## config.mk

```make
export PLATFORM = sky130hd
export DESIGN_NAME = api_tx_frame_builder
export DESIGN_NICKNAME = d
export VERILOG_FILES = /design/src/rtl/core/atfb_pkg.sv /design/src/rtl/core/api_tx_frame_builder.sv /design/src/rtl/core/atfb_front.sv /design/src/rtl/core/atfb_queue.sv /design/src/rtl/core/atfb_back.sv
export SDC_FILE = /design/constraint.sdc
export NUM_CORES = 1
export LEC_CHECK = 0
export ABC_AREA = 1
export BUFFER_PORTS_ARGS = -buffer_cell sky130_fd_sc_hd__buf_2
export CORE_UTILIZATION = 40
export CTS_CLUSTER_DIAMETER = 200
export DETAILED_ROUTE_END_ITERATION = 10
export GPL_ROUTABILITY_DRIVEN = 0
export SLEW_MARGIN = 20
export SYNTH_ARGS = -nofsm -noshare
export SYNTH_HDL_FRONTEND = slang
export SYNTH_SLANG_ARGS = --single-unit
```

## constraint.sdc

```tcl
create_clock -name aclk -period 6.4 [get_ports aclk]
set_input_delay 0.64 -clock aclk [delete_from_list [all_inputs] [get_ports aclk]]
set_output_delay 0.64 -clock aclk [all_outputs]
set_load 0.02 [all_outputs]
```

## src/rtl/core/atfb_pkg.sv

```systemverilog
// Shared types and constants for the API transmit frame builder.
package atfb_pkg;

    // Payload count width: wide enough for the largest supported payload (63).
    localparam int CNT_W = 6;

    // Fixed frame fields.
    localparam logic [7:0]  API_ID         = 8'h01;
    localparam logic [7:0]  CSUM_BASE      = 8'hFF;
    localparam logic [15:0] FRAME_OVERHEAD = 16'd5;

    // Configuration register indexes.
    localparam logic [1:0] CFG_DEST   = 2'd0;
    localparam logic [1:0] CFG_OPTION = 2'd1;
    localparam logic [1:0] CFG_START  = 2'd2;

    // Header byte positions.
    localparam logic [2:0] HDR_START  = 3'd0;
    localparam logic [2:0] HDR_LEN_HI = 3'd1;
    localparam logic [2:0] HDR_LEN_LO = 3'd2;
    localparam logic [2:0] HDR_API_ID = 3'd3;
    localparam logic [2:0] HDR_ID     = 3'd4;
    localparam logic [2:0] HDR_DST_HI = 3'd5;
    localparam logic [2:0] HDR_DST_LO = 3'd6;
    localparam logic [2:0] HDR_OPTION = 3'd7;

    // Back-end sequencer states.
    typedef enum logic [1:0] {
        ST_IDLE,
        ST_HDR,
        ST_PAY,
        ST_SUM
    } back_state_t;

    // One finished message, as handed from front to back.
    typedef struct packed {
        logic             bank;
        logic [CNT_W-1:0] count;
        logic [7:0]       frame_id;
        logic [7:0]       csum;
    } frame_desc_t;

    // Payload buffer write request.
    typedef struct packed {
        logic             en;
        logic             bank;
        logic [CNT_W-1:0] slot;
        logic [7:0]       data;
    } buf_wr_t;

endpackage

```

## src/rtl/core/api_tx_frame_builder.sv

```systemverilog
// API transmit frame builder: top level with configuration registers.
//
// Payload bytes are taken one per cycle; each message is held in one of two
// buffer banks of MAX_PAYLOAD bytes, and bytes past that are dropped. The byte
// marked last closes the message and queues it; the emitter then sends N+9
// frame bytes (delimiter, length, identifier, frame ID, destination, options,
// payload, checksum) at one byte per cycle, paced by the output ready.
// Input stalls only while two closed messages are waiting
// or being sent, since each holds a buffer bank until its checksum is loaded.
// Configuration is written through cfg_wr_en, cfg_addr and cfg_wdata.
module api_tx_frame_builder
    import atfb_pkg::*;
#(
    parameter int MAX_PAYLOAD = 16
) (
    input  logic        aclk,
    input  logic        aresetn,
    input  logic        cfg_wr_en,
    input  logic [1:0]  cfg_addr,
    input  logic [15:0] cfg_wdata,
    input  logic        s_valid,
    output logic        s_ready,
    input  logic [7:0]  s_payload_byte,
    input  logic        s_payload_last,
    output logic        m_valid,
    input  logic        m_ready,
    output logic [7:0]  m_frame_byte,
    output logic        m_frame_end
);

    logic [15:0] dest_reg, dest_next;
    logic [7:0]  option_reg, option_next;
    logic [7:0]  start_reg, start_next;

    frame_desc_t push_desc, head;
    buf_wr_t     buf_wr;
    logic        q_push, q_pop, q_empty, q_full;

    // Decode configuration writes; drop writes beyond the register list
    always_comb begin
        dest_next   = dest_reg;
        option_next = option_reg;
        start_next  = start_reg;
        if (cfg_wr_en) begin
            case (cfg_addr)
                CFG_DEST:   dest_next   = cfg_wdata;
                CFG_OPTION: option_next = cfg_wdata[7:0];
                CFG_START:  start_next  = cfg_wdata[7:0];
                default:    ;
            endcase
        end
    end

    always_ff @(posedge aclk) begin
        if (!aresetn) begin
            dest_reg   <= 16'h004F;
            option_reg <= 8'h00;
            start_reg  <= 8'h7E;
        end else begin
            dest_reg   <= dest_next;
            option_reg <= option_next;
            start_reg  <= start_next;
        end
    end

    atfb_front #(
        .MAX_PAYLOAD(MAX_PAYLOAD)
    ) u_front (
        .aclk           (aclk),
        .aresetn        (aresetn),
        .s_valid        (s_valid),
        .s_ready        (s_ready),
        .s_payload_byte (s_payload_byte),
        .s_payload_last (s_payload_last),
        .dest_address   (dest_reg),
        .option_byte    (option_reg),
        .q_full         (q_full),
        .q_push         (q_push),
        .q_desc         (push_desc),
        .buf_wr         (buf_wr)
    );

    atfb_queue u_queue (
        .aclk      (aclk),
        .aresetn   (aresetn),
        .push      (q_push),
        .push_desc (push_desc),
        .pop       (q_pop),
        .head      (head),
        .empty     (q_empty),
        .full      (q_full)
    );

    atfb_back #(
        .MAX_PAYLOAD(MAX_PAYLOAD)
    ) u_back (
        .aclk         (aclk),
        .aresetn      (aresetn),
        .buf_wr       (buf_wr),
        .head         (head),
        .q_empty      (q_empty),
        .q_pop        (q_pop),
        .dest_address (dest_reg),
        .option_byte  (option_reg),
        .start_byte   (start_reg),
        .m_valid      (m_valid),
        .m_ready      (m_ready),
        .m_frame_byte (m_frame_byte),
        .m_frame_end  (m_frame_end)
    );

endmodule

```

## src/rtl/core/atfb_front.sv

```systemverilog
// Front end: takes payload bytes, fills a message buffer, closes each message.
module atfb_front
    import atfb_pkg::*;
#(
    parameter int MAX_PAYLOAD = 16
) (
    input  logic              aclk,
    input  logic              aresetn,
    input  logic              s_valid,
    output logic              s_ready,
    input  logic [7:0]        s_payload_byte,
    input  logic              s_payload_last,
    input  logic [15:0]       dest_address,
    input  logic [7:0]        option_byte,
    input  logic              q_full,
    output logic              q_push,
    output frame_desc_t       q_desc,
    output buf_wr_t           buf_wr
);

    logic [CNT_W-1:0] count_reg, count_next, count_upd;
    logic [7:0]       sum_reg, sum_next, sum_upd;
    logic [7:0]       id_reg, id_next, id_inc;
    logic             bank_reg, bank_next;
    logic             accept, room;
    logic [7:0]       hdr_sum;

    // Accept while a message buffer is free
    assign s_ready = !q_full;
    assign accept  = s_valid && s_ready;
    assign room    = count_reg < CNT_W'(MAX_PAYLOAD);

    // Store the byte if there is room, drop it otherwise
    assign count_upd = room ? count_reg + CNT_W'(1) : count_reg;
    assign sum_upd   = room ? sum_reg + s_payload_byte : sum_reg;

    assign buf_wr.en   = accept && room;
    assign buf_wr.bank = bank_reg;
    assign buf_wr.slot = count_reg;
    assign buf_wr.data = s_payload_byte;

    // Checksum over identifier, frame ID, destination, options and payload
    assign hdr_sum = API_ID + id_reg + dest_address[15:8] + dest_address[7:0]
                   + option_byte + sum_upd;

    // Close the message on the marked byte
    assign q_push          = accept && s_payload_last;
    assign q_desc.bank     = bank_reg;
    assign q_desc.count    = count_upd;
    assign q_desc.frame_id = id_reg;
    assign q_desc.csum     = CSUM_BASE - hdr_sum;

    // Frame ID wraps past zero to one
    assign id_inc = id_reg + 8'd1;

    always_comb begin
        count_next = count_reg;
        sum_next   = sum_reg;
        id_next    = id_reg;
        bank_next  = bank_reg;
        if (accept) begin
            if (s_payload_last) begin
                count_next = '0;
                sum_next   = '0;
                id_next    = (id_inc == 8'd0) ? 8'd1 : id_inc;
                bank_next  = !bank_reg;
            end else begin
                count_next = count_upd;
                sum_next   = sum_upd;
            end
        end
    end

    always_ff @(posedge aclk) begin
        if (!aresetn) begin
            count_reg <= '0;
            sum_reg   <= '0;
            id_reg    <= 8'd1;
            bank_reg  <= 1'b0;
        end else begin
            count_reg <= count_next;
            sum_reg   <= sum_next;
            id_reg    <= id_next;
            bank_reg  <= bank_next;
        end
    end

endmodule

```

## src/rtl/core/atfb_queue.sv

```systemverilog
// Two-entry queue of closed messages between front and back.
module atfb_queue
    import atfb_pkg::*;
(
    input  logic        aclk,
    input  logic        aresetn,
    input  logic        push,
    input  frame_desc_t push_desc,
    input  logic        pop,
    output frame_desc_t head,
    output logic        empty,
    output logic        full
);

    frame_desc_t entry_reg [2];
    logic        wr_ptr_reg, wr_ptr_next;
    logic        rd_ptr_reg, rd_ptr_next;
    logic [1:0]  cnt_reg, cnt_next;

    assign head  = entry_reg[rd_ptr_reg];
    assign empty = (cnt_reg == 2'd0);
    assign full  = (cnt_reg == 2'd2);

    // Advance pointers and occupancy
    always_comb begin
        wr_ptr_next = push ? !wr_ptr_reg : wr_ptr_reg;
        rd_ptr_next = pop ? !rd_ptr_reg : rd_ptr_reg;
        cnt_next    = cnt_reg + {1'b0, push} - {1'b0, pop};
    end

    always_ff @(posedge aclk) begin
        if (!aresetn) begin
            wr_ptr_reg <= 1'b0;
            rd_ptr_reg <= 1'b0;
            cnt_reg    <= '0;
        end else begin
            wr_ptr_reg <= wr_ptr_next;
            rd_ptr_reg <= rd_ptr_next;
            cnt_reg    <= cnt_next;
        end
    end

    // Hold descriptors
    always_ff @(posedge aclk) begin
        if (push) begin
            entry_reg[wr_ptr_reg] <= push_desc;
        end
    end

endmodule

```

## src/rtl/core/atfb_back.sv

```systemverilog
// Back end: payload buffer and the sequencer that emits each frame byte by byte.
module atfb_back
    import atfb_pkg::*;
#(
    parameter int MAX_PAYLOAD = 16
) (
    input  logic        aclk,
    input  logic        aresetn,
    input  buf_wr_t     buf_wr,
    input  frame_desc_t head,
    input  logic        q_empty,
    output logic        q_pop,
    input  logic [15:0] dest_address,
    input  logic [7:0]  option_byte,
    input  logic [7:0]  start_byte,
    output logic        m_valid,
    input  logic        m_ready,
    output logic [7:0]  m_frame_byte,
    output logic        m_frame_end
);

    localparam int IW    = (MAX_PAYLOAD > 1) ? $clog2(MAX_PAYLOAD) : 1;
    localparam int DEPTH = 2 ** (IW + 1);

    logic [7:0]       mem [DEPTH];
    logic [7:0]       mem_q_reg;
    logic [IW:0]      rd_addr;

    back_state_t      state_reg, state_next;
    logic [2:0]       hdr_idx_reg, hdr_idx_next;
    logic [CNT_W-1:0] pay_idx_reg, pay_idx_next;
    logic             out_valid_reg, out_valid_next;
    logic [7:0]       out_byte_reg, out_byte_next;
    logic             out_end_reg, out_end_next;
    logic             can_load;
    logic [15:0]      frame_len;
    logic [7:0]       hdr_byte;

    assign m_valid      = out_valid_reg;
    assign m_frame_byte = out_byte_reg;
    assign m_frame_end  = out_end_reg;

    assign can_load  = !out_valid_reg || m_ready;
    assign frame_len = 16'(head.count) + FRAME_OVERHEAD;

    // Payload buffer: two banks, one per outstanding message
    always_ff @(posedge aclk) begin
        if (buf_wr.en) begin
            mem[{buf_wr.bank, buf_wr.slot[IW-1:0]}] <= buf_wr.data;
        end
    end

    // Read ahead so the current payload slot is ready when loaded
    assign rd_addr = {head.bank, pay_idx_next[IW-1:0]};

    always_ff @(posedge aclk) begin
        mem_q_reg <= mem[rd_addr];
    end

    // Select the header byte
    always_comb begin
        case (hdr_idx_reg)
            HDR_START:  hdr_byte = start_byte;
            HDR_LEN_HI: hdr_byte = frame_len[15:8];
            HDR_LEN_LO: hdr_byte = frame_len[7:0];
            HDR_API_ID: hdr_byte = API_ID;
            HDR_ID:     hdr_byte = head.frame_id;
            HDR_DST_HI: hdr_byte = dest_address[15:8];
            HDR_DST_LO: hdr_byte = dest_address[7:0];
            HDR_OPTION: hdr_byte = option_byte;
            default:    hdr_byte = option_byte;
        endcase
    end

    // Next state
    always_comb begin
        state_next = state_reg;
        case (state_reg)
            ST_IDLE: begin
                if (!q_empty) begin
                    state_next = ST_HDR;
                end
            end
            ST_HDR: begin
                if (can_load && hdr_idx_reg == HDR_OPTION) begin
                    state_next = ST_PAY;
                end
            end
            ST_PAY: begin
                if (can_load && pay_idx_reg == head.count - CNT_W'(1)) begin
                    state_next = ST_SUM;
                end
            end
            ST_SUM: begin
                if (can_load) begin
                    state_next = ST_IDLE;
                end
            end
            default: state_next = ST_IDLE;
        endcase
    end

    // Outputs, counters and the output register
    always_comb begin
        hdr_idx_next   = hdr_idx_reg;
        pay_idx_next   = pay_idx_reg;
        out_valid_next = out_valid_reg && !m_ready;
        out_byte_next  = out_byte_reg;
        out_end_next   = out_end_reg;
        q_pop          = 1'b0;
        case (state_reg)
            ST_IDLE: begin
                hdr_idx_next = HDR_START;
                pay_idx_next = '0;
            end
            ST_HDR: begin
                if (can_load) begin
                    out_valid_next = 1'b1;
                    out_byte_next  = hdr_byte;
                    out_end_next   = 1'b0;
                    hdr_idx_next   = hdr_idx_reg + 3'd1;
                end
            end
            ST_PAY: begin
                if (can_load) begin
                    out_valid_next = 1'b1;
                    out_byte_next  = mem_q_reg;
                    out_end_next   = 1'b0;
                    if (pay_idx_reg != head.count - CNT_W'(1)) begin
                        pay_idx_next = pay_idx_reg + CNT_W'(1);
                    end
                end
            end
            ST_SUM: begin
                if (can_load) begin
                    out_valid_next = 1'b1;
                    out_byte_next  = head.csum;
                    out_end_next   = 1'b1;
                    q_pop          = 1'b1;
                    pay_idx_next   = '0;
                end
            end
            default: begin
                hdr_idx_next = HDR_START;
                pay_idx_next = '0;
            end
        endcase
    end

    always_ff @(posedge aclk) begin
        if (!aresetn) begin
            state_reg     <= ST_IDLE;
            hdr_idx_reg   <= HDR_START;
            pay_idx_reg   <= '0;
            out_valid_reg <= 1'b0;
        end else begin
            state_reg     <= state_next;
            hdr_idx_reg   <= hdr_idx_next;
            pay_idx_reg   <= pay_idx_next;
            out_valid_reg <= out_valid_next;
        end
    end

    always_ff @(posedge aclk) begin
        out_byte_reg <= out_byte_next;
        out_end_reg  <= out_end_next;
    end

endmodule
```

==> run_results.csv <==
group,metric,value,unit
place,dp_cells,2502,
setup_path,r2r_slack,1.86,ns
clocking,clock_latency,0.57,ns
min_path,hold_depth,3,
die,rows,79,
clocking,postCtsSetupBuffers,0,
synthesis,synthesis.area,18800,sq um
setup_path,r2r_cells,21,
synthesis,synthFlopType,"edfxtp_1",
grt,grt-ovfl-total,0,
clocking,cts_tree,"built",
timing,setup_viol,0,
detailed_routing,vias_per_cell,5.18,
grt,grtUsageTotal,20.2,%
outcome,status,"completed",
pwr,power-per-cell-area,347,nW/um^2
synthesis,avgSynthCellArea,9.84,sq um
setup_path,cp_max_fo,89,
grt,grt_pass1_wl,74.3,mm
die,start_util,40.5,%
die,pin_count,43,
detailed_routing,dr.pass1.iters,6,
min_path,min-delay-start,"cfg_wdata[13]",
synthesis,async_flop_share,0,%
detailed_routing,vias,13400,
clocking,holdBufCountCts,0,
layout,fill_cells,4423,
grt,grt_pass1_vias,12900,
detailed_routing,wl_per_cell,18.4,microns
detailed_routing,drc,0,
grt,antenna_found_initial,1,
detailed_routing,drt_wl_total,47.4,mm
timing,final.min_clock_period,4.54,ns
setup_path,criticalPathCategory,"reg -> reg",
clocking,cts.clk_slew.worst_paths,0.06,ns
place,io_buffer_count,42,
synthesis,synthCells,1911,
layout,mostFrequentLayoutCells,"nand2_1, nand3_1, edfxtp_1",
pwr,p_total,0.00724,W
timing,timing.final.crit_share,70.9,%
setup_path,r2r-end,"u_back.mem_q_reg[5]",
timing,fin_hold_ws,0.294,ns
timing,fin_setup_tns,0,ns
layout,nets,2027,
timing,maxSlewViolCount,0,
pwr,peakVddDrop,0.201,mV
pwr,p_leak,8.47,nW
clocking,cts_buffer_depth,3,
die,die_x,219,microns
timing,hold_viol,0,
synthesis,ys_types,47,
clocking,clock-root-buffer,"clkbuf_16",
timing,skew,0.0229,ns
synthesis,ys_ff_latch,391,
layout,drive_gt1_share,8.16,%
detailed_routing,first_iter_violations,1167,
layout,largest_register_ffs,256,
timing,fmax,220,MHz
clocking,cts_sinks,391,
setup_path,worstSetupEndpointType,"flop",
place,dp.final_hpwl,30.5,mm
clocking,cts_resized,0,
synthesis,ys_warn_count,0,
clocking,cts_buffers,42,
detailed_routing,ant_nets,0,
timing,rsz0062_at_grt,"no",
die,die_h,219,microns
clocking,cts_max_level,2,
synthesis,synth-edff-count,311,
timing,relSlewSlack,33.1,%
die,dieArea,47900,sq um
grt,grt_max_degree,90,
min_path,whs_endpoint,"dest_reg[13]",
die,core_area,46500,sq um
flow_run,drv_cap,0,
layout,fin_cells,2581,
min_path,hp-class,"in -> reg",
setup_path,worstPathRequired,6.84,ns
layout,syn2layout_area_growth,11.1,%
timing,worst_pin_slew,1.00,ns
setup_path,worstSetupStartpointType,"flop",
layout,final_common_cell,"nand2_1",
synthesis,ys_seq_area_share,58.2,%
setup_path,worstPathArrival,4.98,ns
synthesis,syn_nets,1999,
worst max-delay path by stage:
stage                                    endpoint  slack [ns]
final                         u_back.mem_q_reg[5]        1.86
after global routing          u_back.mem_q_reg[7]        1.46
after CTS                     u_back.mem_q_reg[5]        1.83
after detailed placement  u_queue.entry_reg[1][7]        1.50
after global placement    u_queue.entry_reg[0][7]        1.54
after floorplan           u_queue.entry_reg[0][7]        1.99
cells by family (layout without fill, tap and decap cells):
logic type / after synthesis / after routing / synth area share, %
fa+ha+maj: 56 / 56 / 4.61
simple gates: 879 / 879 / 21.7
other cells: 0 / 1 / 0
buf+inv: 396 / 458 / 9.17
flops: 391 / 391 / 58.2
xor+xnor: 29 / 29 / 1.35
compound gates: 160 / 160 / 4.93
routing by layer:
| layer | track usage (%) | vias up | routed length, microns |
|---|---|---|---|
| li1 | - | 6435 | - |
| met1 | 28.2 | 6489 | 21200 |
| met2 | 32.1 | 358 | 22300 |
| met3 | 3.65 | 83 | 2780 |
| met4 | 5.83 | 0 | 1120 |
| met5 | 0 | - | 0 |
through the flow:
step	util [%]	instance area (sq um)	setup slack (ns)
floorplan	-	18800	1.99
global placement	41.9	19500	1.54
detailed placement	41.9	19500	1.50
CTS	44.9	20900	1.83
global route	44.9	20900	1.46
finish	44.9	20900	1.86
worst max-delay path, cell delays in order (launching register included):
cell and delay, ns:
dfxtp_1 0.40, buf_4 0.34, nand2_1 0.11, nand2_2 0.18, ha_1 0.33, xor2_1 0.18, nand2_1 0.07, nor2_2 0.10
nand3_2 0.08, nor2_2 0.10, nand3_2 0.13, nand3_1 0.10, nand2_1 0.10, nand2_4 0.40, buf_4 0.87, nand3b_1 0.16
nand3_1 0.14, nand3_1 0.14, nand3_1 0.17, nand2_1 0.14, nand2_1 0.08, nand2_1 0.06
power by group:
group	total (W)	switching [W]	internal, W	leakage, nW
Sequential	0.00306	0.0000826	0.00298	3.47
Clock	0.00245	0.00102	0.00143	0.664
Combinational	0.00173	0.00119	0.000545	4.34
Total	0.00724	0.00229	0.00496	8.47
synth_stat cells (all sizes together), types with 27 or more instances:
master | count | area [sq um]
dfxtp | 80 | 1600
o21ai | 72 | 364
edfxtp | 311 | 9340
nand2 | 337 | 1280
nand3 | 315 | 1590
inv | 309 | 1160
ha | 34 | 425
clkbuf | 27 | 101
nor2 | 119 | 454
buf | 58 | 449
a21oi | 47 | 239
nand3b | 80 | 601
final cells by class:
class | instances | area, sq um | area share, %
clock inverters | 20 | 230 | 1.10
diodes | 1 | 2.50 | 0.0120
multi-input cells | 1124 | 6180 | 29.6
inverters | 311 | 1170 | 5.62
clock buffers | 58 | 1150 | 5.52
repair buffers | 69 | 438 | 2.10
well taps | 607 | 759 | 3.64
flip-flops and latches | 391 | 10900 | 52.4
(Power assumes the default switching activity.)
